`src/hdl/bounded_deque_with_odd_filter_macros.svh`:
```
// ----------------------------------------------------------------------------
// Bounded deque assertion macros
// Shared concurrent assertion forms for the deque block.
// ----------------------------------------------------------------------------
`ifndef BOUNDED_DEQUE_WITH_ODD_FILTER_MACROS_SVH
`define BOUNDED_DEQUE_WITH_ODD_FILTER_MACROS_SVH

// same-cycle implication
`define BDQ_ASSERT_IMP(label, clk, rst_n, ante, cons, msg) \
  label: assert property (@(posedge clk) disable iff (!rst_n) (ante) |-> (cons)) \
    else $error(msg);

// next-cycle implication
`define BDQ_ASSERT_NXT(label, clk, rst_n, ante, cons, msg) \
  label: assert property (@(posedge clk) disable iff (!rst_n) (ante) |=> (cons)) \
    else $error(msg);

`endif

```
`src/hdl/bdq_pkg.sv`:
```
// ----------------------------------------------------------------------------
// Bounded deque package
// Sizes, request and status codes, command type and ring index helpers.
// ----------------------------------------------------------------------------
package bdq_pkg;

  localparam int unsigned DEPTH      = 16;
  localparam int unsigned IDX_W      = $clog2(DEPTH);
  localparam int unsigned CNT_W      = $clog2(DEPTH + 1);
  localparam int unsigned DATA_W     = 32;
  localparam int unsigned REQ_W      = 3;
  localparam int unsigned STATUS_W   = 2;
  localparam int unsigned OCC_W      = 5;
  localparam int unsigned CMDQ_DEPTH = 2;
  localparam int unsigned CMDQ_AW    = $clog2(CMDQ_DEPTH);
  localparam int unsigned CMDQ_CW    = $clog2(CMDQ_DEPTH + 1);

  typedef logic [IDX_W-1:0]         idx_t;
  typedef logic [CNT_W-1:0]         cnt_t;
  typedef logic signed [DATA_W-1:0] data_t;

  localparam logic [REQ_W-1:0] REQ_PUSH_FRONT = REQ_W'(0);
  localparam logic [REQ_W-1:0] REQ_PUSH_BACK  = REQ_W'(1);
  localparam logic [REQ_W-1:0] REQ_FILTER     = REQ_W'(2);
  localparam logic [REQ_W-1:0] REQ_DUMP_FWD   = REQ_W'(3);
  localparam logic [REQ_W-1:0] REQ_DUMP_BWD   = REQ_W'(4);
  localparam logic [REQ_W-1:0] REQ_CLEAR      = REQ_W'(5);

  localparam logic [STATUS_W-1:0] ST_OK    = STATUS_W'(0);
  localparam logic [STATUS_W-1:0] ST_FULL  = STATUS_W'(1);
  localparam logic [STATUS_W-1:0] ST_EMPTY = STATUS_W'(2);

  typedef enum logic [2:0] {
    OP_PUSH_FRONT,
    OP_PUSH_BACK,
    OP_FILTER,
    OP_DUMP_FWD,
    OP_DUMP_BWD,
    OP_CLEAR,
    OP_NOP
  } op_e;

  typedef struct packed {
    op_e   op;
    data_t value;
  } cmd_t;

  function automatic idx_t idx_inc(idx_t i);
    return (i == idx_t'(DEPTH - 1)) ? '0 : idx_t'(i + idx_t'(1));
  endfunction

  function automatic idx_t idx_dec(idx_t i);
    return (i == '0) ? idx_t'(DEPTH - 1) : idx_t'(i - idx_t'(1));
  endfunction

endpackage

```
`src/hdl/bdq_req_if.sv`:
```
// ----------------------------------------------------------------------------
// Deque request channel
// Valid/ready channel that carries one request item.
// ----------------------------------------------------------------------------
interface bdq_req_if import bdq_pkg::*; ();

  logic             valid;
  logic             ready;
  logic [REQ_W-1:0] req_type;
  data_t            value;

  modport source (output valid, output req_type, output value, input ready);
  modport sink   (input valid, input req_type, input value, output ready);

endinterface

```
`src/hdl/bdq_rsp_if.sv`:
```
// ----------------------------------------------------------------------------
// Deque result channel
// Valid/ready channel that carries one result item.
// ----------------------------------------------------------------------------
interface bdq_rsp_if import bdq_pkg::*; ();

  logic                valid;
  logic                ready;
  data_t               data;
  logic                last;
  logic [STATUS_W-1:0] status;
  logic [OCC_W-1:0]    occupancy;

  modport source (output valid, output data, output last, output status,
                  output occupancy, input ready);
  modport sink   (input valid, input data, input last, input status,
                  input occupancy, output ready);

endinterface

```
`src/hdl/bdq_ram.sv`:
```
// ----------------------------------------------------------------------------
// Generic RAM
// One write port, one read port with registered read data.
// ----------------------------------------------------------------------------
module bdq_ram #(
  parameter int unsigned WIDTH = 32,
  parameter int unsigned DEPTH = 16
) (
  input  logic                     clk_i,
  input  logic                     we_i,
  input  logic [$clog2(DEPTH)-1:0] waddr_i,
  input  logic [WIDTH-1:0]         wdata_i,
  input  logic                     re_i,
  input  logic [$clog2(DEPTH)-1:0] raddr_i,
  output logic [WIDTH-1:0]         rdata_o
);

  logic [WIDTH-1:0] mem_q [DEPTH];
  logic [WIDTH-1:0] rdata_q;

  always_ff @(posedge clk_i) begin
    if (we_i) begin
      mem_q[waddr_i] <= wdata_i;
    end
    if (re_i) begin
      rdata_q <= mem_q[raddr_i];
    end
  end

  assign rdata_o = rdata_q;

endmodule

```
`src/hdl/bdq_front.sv`:
```
// ----------------------------------------------------------------------------
// Deque front end
// Accept request items, decode them into commands and queue them.
// ----------------------------------------------------------------------------
module bdq_front import bdq_pkg::*; (
  input  logic          clk_i,
  input  logic          rst_ni,
  bdq_req_if.sink       req_i,
  output logic          cmd_valid_o,
  output cmd_t          cmd_o,
  input  logic          cmd_ready_i
);

  cmd_t               slot_q [CMDQ_DEPTH];
  logic [CMDQ_AW-1:0] wr_q, wr_d;
  logic [CMDQ_AW-1:0] rd_q, rd_d;
  logic [CMDQ_CW-1:0] fill_q, fill_d;
  cmd_t               cmd_new;
  logic               push;
  logic               pop;

  function automatic logic [CMDQ_AW-1:0] qptr_inc(logic [CMDQ_AW-1:0] p);
    return (p == CMDQ_AW'(CMDQ_DEPTH - 1)) ? '0 : CMDQ_AW'(p + 1'b1);
  endfunction

  always_comb begin
    cmd_new.value = req_i.value;
    unique case (req_i.req_type)
      REQ_PUSH_FRONT: cmd_new.op = OP_PUSH_FRONT;
      REQ_PUSH_BACK:  cmd_new.op = OP_PUSH_BACK;
      REQ_FILTER:     cmd_new.op = OP_FILTER;
      REQ_DUMP_FWD:   cmd_new.op = OP_DUMP_FWD;
      REQ_DUMP_BWD:   cmd_new.op = OP_DUMP_BWD;
      REQ_CLEAR:      cmd_new.op = OP_CLEAR;
      default:        cmd_new.op = OP_NOP;
    endcase
  end

  assign req_i.ready = (fill_q != CMDQ_CW'(CMDQ_DEPTH));
  assign push        = req_i.valid && req_i.ready;
  assign cmd_valid_o = (fill_q != '0);
  assign cmd_o       = slot_q[rd_q];
  assign pop         = cmd_valid_o && cmd_ready_i;

  always_comb begin
    wr_d   = push ? qptr_inc(wr_q) : wr_q;
    rd_d   = pop ? qptr_inc(rd_q) : rd_q;
    fill_d = fill_q;
    if (push && !pop) begin
      fill_d = CMDQ_CW'(fill_q + 1'b1);
    end else if (pop && !push) begin
      fill_d = CMDQ_CW'(fill_q - 1'b1);
    end
  end

  always_ff @(posedge clk_i or negedge rst_ni) begin
    if (!rst_ni) begin
      wr_q   <= '0;
      rd_q   <= '0;
      fill_q <= '0;
    end else begin
      wr_q   <= wr_d;
      rd_q   <= rd_d;
      fill_q <= fill_d;
    end
  end

  always_ff @(posedge clk_i) begin
    if (push) begin
      slot_q[wr_q] <= cmd_new;
    end
  end

endmodule

```
`src/hdl/bdq_back.sv`:
```
// ----------------------------------------------------------------------------
// Deque back end
// Execute queued commands on the ring store and register each result.
// ----------------------------------------------------------------------------
module bdq_back import bdq_pkg::*; (
  input  logic          clk_i,
  input  logic          rst_ni,
  input  logic          cmd_valid_i,
  input  cmd_t          cmd_i,
  output logic          cmd_ready_o,
  bdq_rsp_if.source     rsp_o
);

  typedef enum logic [1:0] {
    S_IDLE,
    S_DUMP,
    S_FILT,
    S_FILT_END
  } state_e;

  state_e              state_q, state_d;
  idx_t                head_q, head_d;
  idx_t                tail_q, tail_d;
  cnt_t                count_q, count_d;
  idx_t                ptr_q, ptr_d;
  idx_t                wptr_q, wptr_d;
  cnt_t                left_q, left_d;
  cnt_t                kept_q, kept_d;
  logic                fwd_q, fwd_d;
  logic                out_valid_q, out_valid_d;
  data_t               out_data_q, out_data_d;
  logic                out_last_q, out_last_d;
  logic [STATUS_W-1:0] out_status_q, out_status_d;
  logic [OCC_W-1:0]    out_occ_q, out_occ_d;

  logic                out_free;
  logic                emit;
  data_t               e_data;
  logic                e_last;
  logic [STATUS_W-1:0] e_status;
  logic [OCC_W-1:0]    e_occ;
  logic                ram_we;
  idx_t                ram_waddr;
  logic [DATA_W-1:0]   ram_wdata;
  logic                ram_re;
  idx_t                ram_raddr;
  logic [DATA_W-1:0]   ram_rdata;
  idx_t                slot;

  bdq_ram #(
    .WIDTH (DATA_W),
    .DEPTH (DEPTH)
  ) u_store (
    .clk_i   (clk_i),
    .we_i    (ram_we),
    .waddr_i (ram_waddr),
    .wdata_i (ram_wdata),
    .re_i    (ram_re),
    .raddr_i (ram_raddr),
    .rdata_o (ram_rdata)
  );

  assign out_free = !out_valid_q || rsp_o.ready;

  always_comb begin
    state_d     = state_q;
    head_d      = head_q;
    tail_d      = tail_q;
    count_d     = count_q;
    ptr_d       = ptr_q;
    wptr_d      = wptr_q;
    left_d      = left_q;
    kept_d      = kept_q;
    fwd_d       = fwd_q;
    cmd_ready_o = 1'b0;
    emit        = 1'b0;
    e_data      = '0;
    e_last      = 1'b1;
    e_status    = ST_OK;
    e_occ       = OCC_W'(count_q);
    ram_we      = 1'b0;
    ram_waddr   = wptr_q;
    ram_wdata   = ram_rdata;
    ram_re      = 1'b0;
    ram_raddr   = ptr_q;
    slot        = idx_dec(head_q);

    unique case (state_q)
      S_IDLE: begin
        if (cmd_valid_i && out_free) begin
          cmd_ready_o = 1'b1;
          unique case (cmd_i.op) inside
            OP_PUSH_FRONT, OP_PUSH_BACK: begin
              emit = 1'b1;
              if (count_q == cnt_t'(DEPTH)) begin
                e_status = ST_FULL;
              end else begin
                slot = (cmd_i.op == OP_PUSH_FRONT) ? idx_dec(head_q) : tail_q;
                ram_we    = 1'b1;
                ram_waddr = slot;
                ram_wdata = cmd_i.value;
                if (cmd_i.op == OP_PUSH_FRONT) begin
                  head_d = slot;
                end else begin
                  tail_d = idx_inc(tail_q);
                end
                count_d = cnt_t'(count_q + 1'b1);
                e_occ   = OCC_W'(count_d);
              end
            end
            OP_DUMP_FWD, OP_DUMP_BWD: begin
              if (count_q == '0) begin
                emit     = 1'b1;
                e_status = ST_EMPTY;
                e_occ    = '0;
              end else begin
                fwd_d     = (cmd_i.op == OP_DUMP_FWD);
                ram_re    = 1'b1;
                ram_raddr = fwd_d ? head_q : idx_dec(tail_q);
                ptr_d     = fwd_d ? idx_inc(ram_raddr) : idx_dec(ram_raddr);
                left_d    = count_q;
                state_d   = S_DUMP;
              end
            end
            OP_FILTER: begin
              if (count_q == '0) begin
                emit   = 1'b1;
                tail_d = head_q;
              end else begin
                ram_re    = 1'b1;
                ram_raddr = head_q;
                ptr_d     = idx_inc(head_q);
                wptr_d    = head_q;
                left_d    = count_q;
                kept_d    = '0;
                state_d   = S_FILT;
              end
            end
            OP_CLEAR: begin
              emit    = 1'b1;
              head_d  = '0;
              tail_d  = '0;
              count_d = '0;
              e_occ   = '0;
            end
            default: begin
              emit = 1'b1;
            end
          endcase
        end
      end
      S_DUMP: begin
        if (out_free) begin
          emit   = 1'b1;
          e_data = data_t'(ram_rdata);
          e_last = (left_q == cnt_t'(1));
          left_d = cnt_t'(left_q - 1'b1);
          if (left_q == cnt_t'(1)) begin
            state_d = S_IDLE;
          end else begin
            ram_re = 1'b1;
            ptr_d  = fwd_q ? idx_inc(ptr_q) : idx_dec(ptr_q);
          end
        end
      end
      S_FILT: begin
        left_d = cnt_t'(left_q - 1'b1);
        if (!ram_rdata[0]) begin
          ram_we = 1'b1;
          wptr_d = idx_inc(wptr_q);
          kept_d = cnt_t'(kept_q + 1'b1);
        end
        if (left_q == cnt_t'(1)) begin
          count_d = kept_d;
          tail_d  = wptr_d;
          state_d = S_FILT_END;
        end else begin
          ram_re = 1'b1;
          ptr_d  = idx_inc(ptr_q);
        end
      end
      S_FILT_END: begin
        if (out_free) begin
          emit    = 1'b1;
          state_d = S_IDLE;
        end
      end
      default: begin
        state_d = S_IDLE;
      end
    endcase

    out_valid_d  = out_valid_q;
    out_data_d   = out_data_q;
    out_last_d   = out_last_q;
    out_status_d = out_status_q;
    out_occ_d    = out_occ_q;
    if (emit) begin
      out_valid_d  = 1'b1;
      out_data_d   = e_data;
      out_last_d   = e_last;
      out_status_d = e_status;
      out_occ_d    = e_occ;
    end else if (rsp_o.ready) begin
      out_valid_d = 1'b0;
    end
  end

  always_ff @(posedge clk_i or negedge rst_ni) begin
    if (!rst_ni) begin
      state_q      <= S_IDLE;
      head_q       <= '0;
      tail_q       <= '0;
      count_q      <= '0;
      ptr_q        <= '0;
      wptr_q       <= '0;
      left_q       <= '0;
      kept_q       <= '0;
      fwd_q        <= 1'b0;
      out_valid_q  <= 1'b0;
      out_data_q   <= '0;
      out_last_q   <= 1'b0;
      out_status_q <= ST_OK;
      out_occ_q    <= '0;
    end else begin
      state_q      <= state_d;
      head_q       <= head_d;
      tail_q       <= tail_d;
      count_q      <= count_d;
      ptr_q        <= ptr_d;
      wptr_q       <= wptr_d;
      left_q       <= left_d;
      kept_q       <= kept_d;
      fwd_q        <= fwd_d;
      out_valid_q  <= out_valid_d;
      out_data_q   <= out_data_d;
      out_last_q   <= out_last_d;
      out_status_q <= out_status_d;
      out_occ_q    <= out_occ_d;
    end
  end

  assign rsp_o.valid     = out_valid_q;
  assign rsp_o.data      = out_data_q;
  assign rsp_o.last      = out_last_q;
  assign rsp_o.status    = out_status_q;
  assign rsp_o.occupancy = out_occ_q;

endmodule

```
`src/hdl/bounded_deque_with_odd_filter.sv`:
```
// ----------------------------------------------------------------------------
// Bounded deque with odd filter
// Double-ended queue of signed words in a ring store, with in-place removal
// of odd values and front-to-back or back-to-front readout.
// ----------------------------------------------------------------------------
// Requests enter a two-entry command queue and are executed one at a time by
// the back end, which owns the single-port-pair ring store and a result
// register. Push, clear and unused codes retire one per cycle while the result
// side accepts, so a stream of them is then taken at one item per cycle. A
// readout first starts a store read, then gives one result per cycle while
// the result side accepts; an empty readout gives a single empty status. An
// odd-value removal walks the held entries one per cycle through the store's
// read port, compacting kept values through the write port, then issues its
// status once the result side is free; on an empty deque it only issues its
// status. The store needs no clearing pass after reset.
`include "bounded_deque_with_odd_filter_macros.svh"

module bounded_deque_with_odd_filter import bdq_pkg::*; (
  input  logic      clk_i,
  input  logic      rst_ni,
  bdq_req_if.sink   req_i,
  bdq_rsp_if.source rsp_o
);

  logic cmd_valid;
  logic cmd_ready;
  cmd_t cmd;
  logic is_full;
  logic full_ok;
  logic is_empty;
  logic empty_ok;
  logic mid_beat;

  bdq_front u_front (
    .clk_i       (clk_i),
    .rst_ni      (rst_ni),
    .req_i       (req_i),
    .cmd_valid_o (cmd_valid),
    .cmd_o       (cmd),
    .cmd_ready_i (cmd_ready)
  );

  bdq_back u_back (
    .clk_i       (clk_i),
    .rst_ni      (rst_ni),
    .cmd_valid_i (cmd_valid),
    .cmd_i       (cmd),
    .cmd_ready_o (cmd_ready),
    .rsp_o       (rsp_o)
  );

  assign is_full  = rsp_o.valid && (rsp_o.status == ST_FULL);
  assign full_ok  = (rsp_o.occupancy == OCC_W'(DEPTH)) && rsp_o.last;
  assign is_empty = rsp_o.valid && (rsp_o.status == ST_EMPTY);
  assign empty_ok = (rsp_o.occupancy == '0) && (rsp_o.data == '0) && rsp_o.last;
  assign mid_beat = rsp_o.valid && rsp_o.ready && !rsp_o.last;

  `BDQ_ASSERT_IMP(a_full_occ, clk_i, rst_ni, is_full, full_ok, "full result malformed")
  `BDQ_ASSERT_IMP(a_empty_res, clk_i, rst_ni, is_empty, empty_ok, "malformed empty result")
  `BDQ_ASSERT_NXT(a_dump_burst, clk_i, rst_ni, mid_beat, rsp_o.valid, "gap inside a readout")

endmodule
```
`src/flat_wrapper.sv`:
```
// flat-port wrapper written by rule: the top's interface ports become plain ports
module bounded_deque_with_odd_filter_flat import bdq_pkg::*;
  (clk_i, rst_ni, req_i_valid, req_i_req_type, req_i_value, req_i_ready, rsp_o_valid, rsp_o_data, rsp_o_last, rsp_o_status, rsp_o_occupancy, rsp_o_ready);
  bdq_req_if req_i_i ();
  bdq_rsp_if rsp_o_i ();
  input  logic clk_i;
  input  logic rst_ni;
  input wire logic [$bits(req_i_i.valid)-1:0] req_i_valid;
  input wire logic [$bits(req_i_i.req_type)-1:0] req_i_req_type;
  input wire logic [$bits(req_i_i.value)-1:0] req_i_value;
  output wire logic [$bits(req_i_i.ready)-1:0] req_i_ready;
  output wire logic [$bits(rsp_o_i.valid)-1:0] rsp_o_valid;
  output wire logic [$bits(rsp_o_i.data)-1:0] rsp_o_data;
  output wire logic [$bits(rsp_o_i.last)-1:0] rsp_o_last;
  output wire logic [$bits(rsp_o_i.status)-1:0] rsp_o_status;
  output wire logic [$bits(rsp_o_i.occupancy)-1:0] rsp_o_occupancy;
  input wire logic [$bits(rsp_o_i.ready)-1:0] rsp_o_ready;
  assign req_i_i.valid = req_i_valid;
  assign req_i_i.req_type = req_i_req_type;
  assign req_i_i.value = req_i_value;
  assign req_i_ready = req_i_i.ready;
  assign rsp_o_valid = rsp_o_i.valid;
  assign rsp_o_data = rsp_o_i.data;
  assign rsp_o_last = rsp_o_i.last;
  assign rsp_o_status = rsp_o_i.status;
  assign rsp_o_occupancy = rsp_o_i.occupancy;
  assign rsp_o_i.ready = rsp_o_ready;
  bounded_deque_with_odd_filter u_core (.clk_i(clk_i), .rst_ni(rst_ni), .req_i(req_i_i), .rsp_o(rsp_o_i));
endmodule
```
`config.mk`:
```
export PLATFORM = sky130hd
export DESIGN_NAME = bounded_deque_with_odd_filter_flat
export DESIGN_NICKNAME = d
export VERILOG_FILES = /design/src/hdl/bdq_pkg.sv /design/src/hdl/bdq_req_if.sv /design/src/hdl/bdq_rsp_if.sv /design/src/hdl/bdq_ram.sv /design/src/hdl/bdq_front.sv /design/src/hdl/bdq_back.sv /design/src/hdl/bounded_deque_with_odd_filter.sv /design/src/flat_wrapper.sv
export VERILOG_INCLUDE_DIRS = /design/src /design/src/hdl
export SDC_FILE = /design/constraint.sdc
export NUM_CORES = 1
export LEC_CHECK = 0
export ABC_AREA = 1
export BUFFER_PORTS_ARGS = -buffer_cell sky130_fd_sc_hd__buf_2
export CORE_ASPECT_RATIO = 1.2
export CORE_MARGIN = 2
export CORE_UTILIZATION = 40
export CTS_CLUSTER_DIAMETER = 60
export CTS_CLUSTER_SIZE = 25
export DETAILED_ROUTE_END_ITERATION = 6
export SLEW_MARGIN = 5
export SYNTH_ARGS = -nofsm -noshare
export SYNTH_HDL_FRONTEND = slang
export SYNTH_SLANG_ARGS = --single-unit
```
`constraint.sdc`:
```
create_clock -name clk_i -period 3.7 [get_ports clk_i]
set_input_delay 0.555 -clock clk_i [delete_from_list [all_inputs] [get_ports clk_i]]
set_output_delay 0.555 -clock clk_i [all_outputs]
set_load 0.01 [all_outputs]
```
==> impl_metrics.sql <==
INSERT INTO impl_metrics (metric_group, metric, value, unit) VALUES
('floorplan', 'core_area', '77490', 'um2'),
('job', 'max_cap_violations', '0', ''),
('grt', 'grt_start_max_net_pins', '129', ''),
('worst_setup_path', 'worst_ep_arrival_time', '3800', 'ps'),
('worst_hold_path', 'timing.hold.worst.class', 'in -> reg', ''),
('synth', 'muxShareOfSynthArea', '0', ''),
('worst_setup_path', 'setup.worst_path.start_class', 'register', ''),
('route', 'drc', '0', ''),
('synth', 'ys.warnings.count', '0', ''),
('route', 'wirelength', '80690', 'um'),
('route', 'drt.antenna.violating_nets', '0', ''),
('placed_design', 'place_worst_setup_slack', '138.1', 'ps'),
('sta', 'timing.final.max_slew_violations', '0', ''),
('synth', 'area_of_the_mapped_netlist', '31230', 'um2'),
('finish', 'seqCellArea', '20420', 'um2'),
('synth', 'syn_area_per_cell', '10.43', 'um2'),
('finish', 'post-route-util', '0.4453', ''),
('synth', 'async_flop_share', '0.1140', ''),
('synth', 'synth_top_flop_cell', 'sky130_fd_sc_hd__edfxtp_1', ''),
('grt', 'globalRouteTotalUtil', '0.1984', ''),
('route', 'routed-via-count', '21170', ''),
('synth', 'synth_largest_type_area_fraction', '0.5903', ''),
('power_and_ir_drop', 'cell_internal_pwr', '17.34', 'mW'),
('placed_design', 'hpwl_after_detailed_placement', '50100', 'um'),
('floorplan', 'floorplan.die_area', '80350', 'um2'),
('synth', 'yosysMostFrequentCell', 'sky130_fd_sc_hd__nand2_1', ''),
('synth', 'netlist_top_cells_area', 'sky130_fd_sc_hd__edfxtp_1 59%, sky130_fd_sc_hd__nand3_1 9.8%, sky130_fd_sc_hd__nand2_1 7.6%', ''),
('worst_setup_path', 'critical_path_peak_fanout', '23', ''),
('finish', 'design.final.nets', '3105', ''),
('sta', 'timing_hold_violations_final', '0', ''),
('finish', 'antenna-diode-count', '0', ''),
('clock_tree', 'h-tree-depth', '2', ''),
('synth', 'largest_family_of_logic_cells_by_synthesized_area', 'simple AND/OR/NAND/NOR gates', ''),
('power_and_ir_drop', 'total_switching_power', '13.67', 'mW'),
('floorplan', 'floorplan.initialDensity', '0.4030', ''),
('run_status', 'run_status', 'finished clean', ''),
('synth', 'syn_nets', '3053', ''),
('power_and_ir_drop', 'post-layout-total-power', '31.01', 'mW'),
('power_and_ir_drop', 'pwr-share-seq', '0.379', ''),
('synth', 'synthDominantAreaCellType', 'sky130_fd_sc_hd__edfxtp_1', ''),
('clock_tree', 'cts_num_sinks', '693', ''),
('power_and_ir_drop', 'power.leakage', '14.09', 'nW'),
('clock_tree', 'tritoncts', 'done', ''),
('finish', 'layout-drive-gt1-share', '0.1015', ''),
('route', 'routedWlPerCell', '19.69', 'um'),
('clock_tree', 'clk_path_buf_depth', '3', ''),
('worst_setup_path', 'critical_path_class', 'reg -> reg', ''),
('synth', 'synth_common_cells', '634 x sky130_fd_sc_hd__nand2_1, 614 x sky130_fd_sc_hd__edfxtp_1, 613 x sky130_fd_sc_hd__nand3_1, 402 x sky130_fd_sc_hd__inv_1, 137 x sky130_fd_sc_hd__nor2_1', ''),
('grt', 'grt_pass1_wl', '121900', 'um'),
('synth', 'postSynthCellCount', '2994', ''),
('worst_setup_path', 'cp_data_required_time', '3960', 'ps'),
('clock_tree', 'cts.root.buffer_cell', 'sky130_fd_sc_hd__clkbuf_16', ''),
('grt', 'antenna_found_initial', '1', ''),
('sta', 'tightest_pin_transition', '978.8', 'ps'),
('power_and_ir_drop', 'power.ir.vdd_worst', '0.6715', 'mV'),
('grt', 'overflow', '0', ''),
('worst_setup_path', 'worst_setup_ep_type', 'register', ''),
('sta', 'fmax', '282.3', 'MHz'),
('floorplan', 'die_width', '259.1', 'um'),
('synth', 'post_synth_fa_ha_maj_area_fraction', '0.008012', ''),
('sta', 'setup_slack', '157.1', 'ps'),
('synth', 'synth-xor-area-share', '0.003645', ''),
('sta', 'slew_headroom', '0.3435', ''),
('grt', 'global_route.usage.met3', '0.02028', ''),
('power_and_ir_drop', 'power.share.clock', '0.159', ''),
('route', 'detailedRoute.firstIterationViolations', '1968', ''),
('placed_design', 'io_buffers', '80', ''),
('power_and_ir_drop', 'sw_frac_of_total', '0.4409', ''),
('synth', 'synth_compound_area_frac', '0.03645', ''),
('sta', 'finalCriticalPeriod', '3543', 'ps'),
('grt', 'grt.met1_usage', '0.2768', '');
==> cell usage in the layout, fill, tap and decap left out, drive strengths merged, types with 27 or more instances in the layout <==
master	n
edfxtp	614
inv	421
o21ai	110
buf	177
o31ai	34
nand3	616
nor2	145
clkbuf	47
nand3b	67
a21oi	27
dfrtp	79
nand2	649
==> registers in the layout, indices dropped and copies added, names as in the netlist, 4 cells and up <==
register	cells
u_core.u_back.u_store.mem_q	512
u_core.u_front.slot_q	70
u_core.u_back.rsp_o.data	32
u_core.u_back.u_store.rdata_o	32
u_core.u_back.count_q	5
u_core.u_back.kept_q	5
u_core.u_back.left_q	5
u_core.u_back.rsp_o.occupancy	5
u_core.u_back.head_q	4
u_core.u_back.ptr_q	4
u_core.u_back.tail_q	4
u_core.u_back.wptr_q	4
==> area by class of cell <==
class,count,share of cell area
Clock buffer,47,0.03038
Clock inverter,21,0.007143
Timing Repair Buffer,178,0.04043
Sequential cell,693,0.5916
Tap cell,1026,0.03720
Inverter,414,0.04511
Multi-Input combinational cell,1720,0.2481
==> power groups by stage <==
stage,clock network (mW),registers [mW],logic (mW)
floorplan,0,11.8,9.13
global placement,0,11.9,14.2
detailed placement,0,11.9,14.3
CTS,5.02,11.7,14.4
global route,5.26,11.9,15.8
finish,4.92,11.7,14.3
==> metrics by stage <==
stage                     instances  area, um2
after floorplan                2994      31230
after global placement         4028      33180
after detailed placement       4028      33180
after CTS                      4097      34490
after global routing           4099      34510
final                          4099      34510
==> path summary, 6_finish.rpt <==
check | endpoint | depth (start not counted) | slack [ps] | startpoint
min | u_core.u_front.slot_q[1][26] | 1 | 150 | req_i_value[26]
min reg2reg | u_core.u_back.rsp_o.status[0] | 2 | 480 | u_core.u_back.rsp_o.status[0]
max | u_core.u_back.u_store.mem_q[5][8] | 13 | 160 | u_core.u_back.state_q[0]
max reg2reg | u_core.u_back.u_store.mem_q[5][8] | 13 | 160 | u_core.u_back.state_q[0]
min in group asynchronous | u_core.u_back.rsp_o.data[22] | 2 | 520 | rst_ni
max in group asynchronous | u_core.u_back.rsp_o.occupancy[1] | 3 | 2410 | rst_ni
==> repair_timing <==
item                                    CTS  global route
hold buffers                              1             0
endpoints found under the setup margin    0           101
endpoints found under the hold margin    14             0
gates resized for setup                   0             1
setup buffers                             0             2
==> logic make-up after synthesis <==
| logic type | after synthesis |
|---|---|
| AO/OA/AOI/OAI | 196 |
| XOR/XNOR | 13 |
| adder cells (fa/ha/maj) | 20 |
| buffers and inverters | 581 |
| flip-flops | 693 |
| AND/OR/NAND/NOR | 1491 |
==> metal layers <==
layer	vias up	routed length (um)	share of wire
li1	10160	-	-
met1	10250	35600	0.44
met2	664	38740	0.48
met3	94	4677	0.058
met4	0	1680	0.021
met5	-	0	0
==> worst max-delay path: stages (launching register included) <==
cell                      delay (ps)
sky130_fd_sc_hd__dfrtp_1         410
sky130_fd_sc_hd__inv_1           130
sky130_fd_sc_hd__ha_1            210
sky130_fd_sc_hd__inv_1           130
sky130_fd_sc_hd__nor2_4          200
sky130_fd_sc_hd__inv_2            80
sky130_fd_sc_hd__nor2_1           90
sky130_fd_sc_hd__inv_1           100
sky130_fd_sc_hd__nor2_1          280
sky130_fd_sc_hd__inv_2           160
sky130_fd_sc_hd__o21ai_0         410
sky130_fd_sc_hd__nand3_1         420
sky130_fd_sc_hd__nor2_4          210
sky130_fd_sc_hd__buf_4           340
Note: power is estimated with default switching activity, not from simulation.
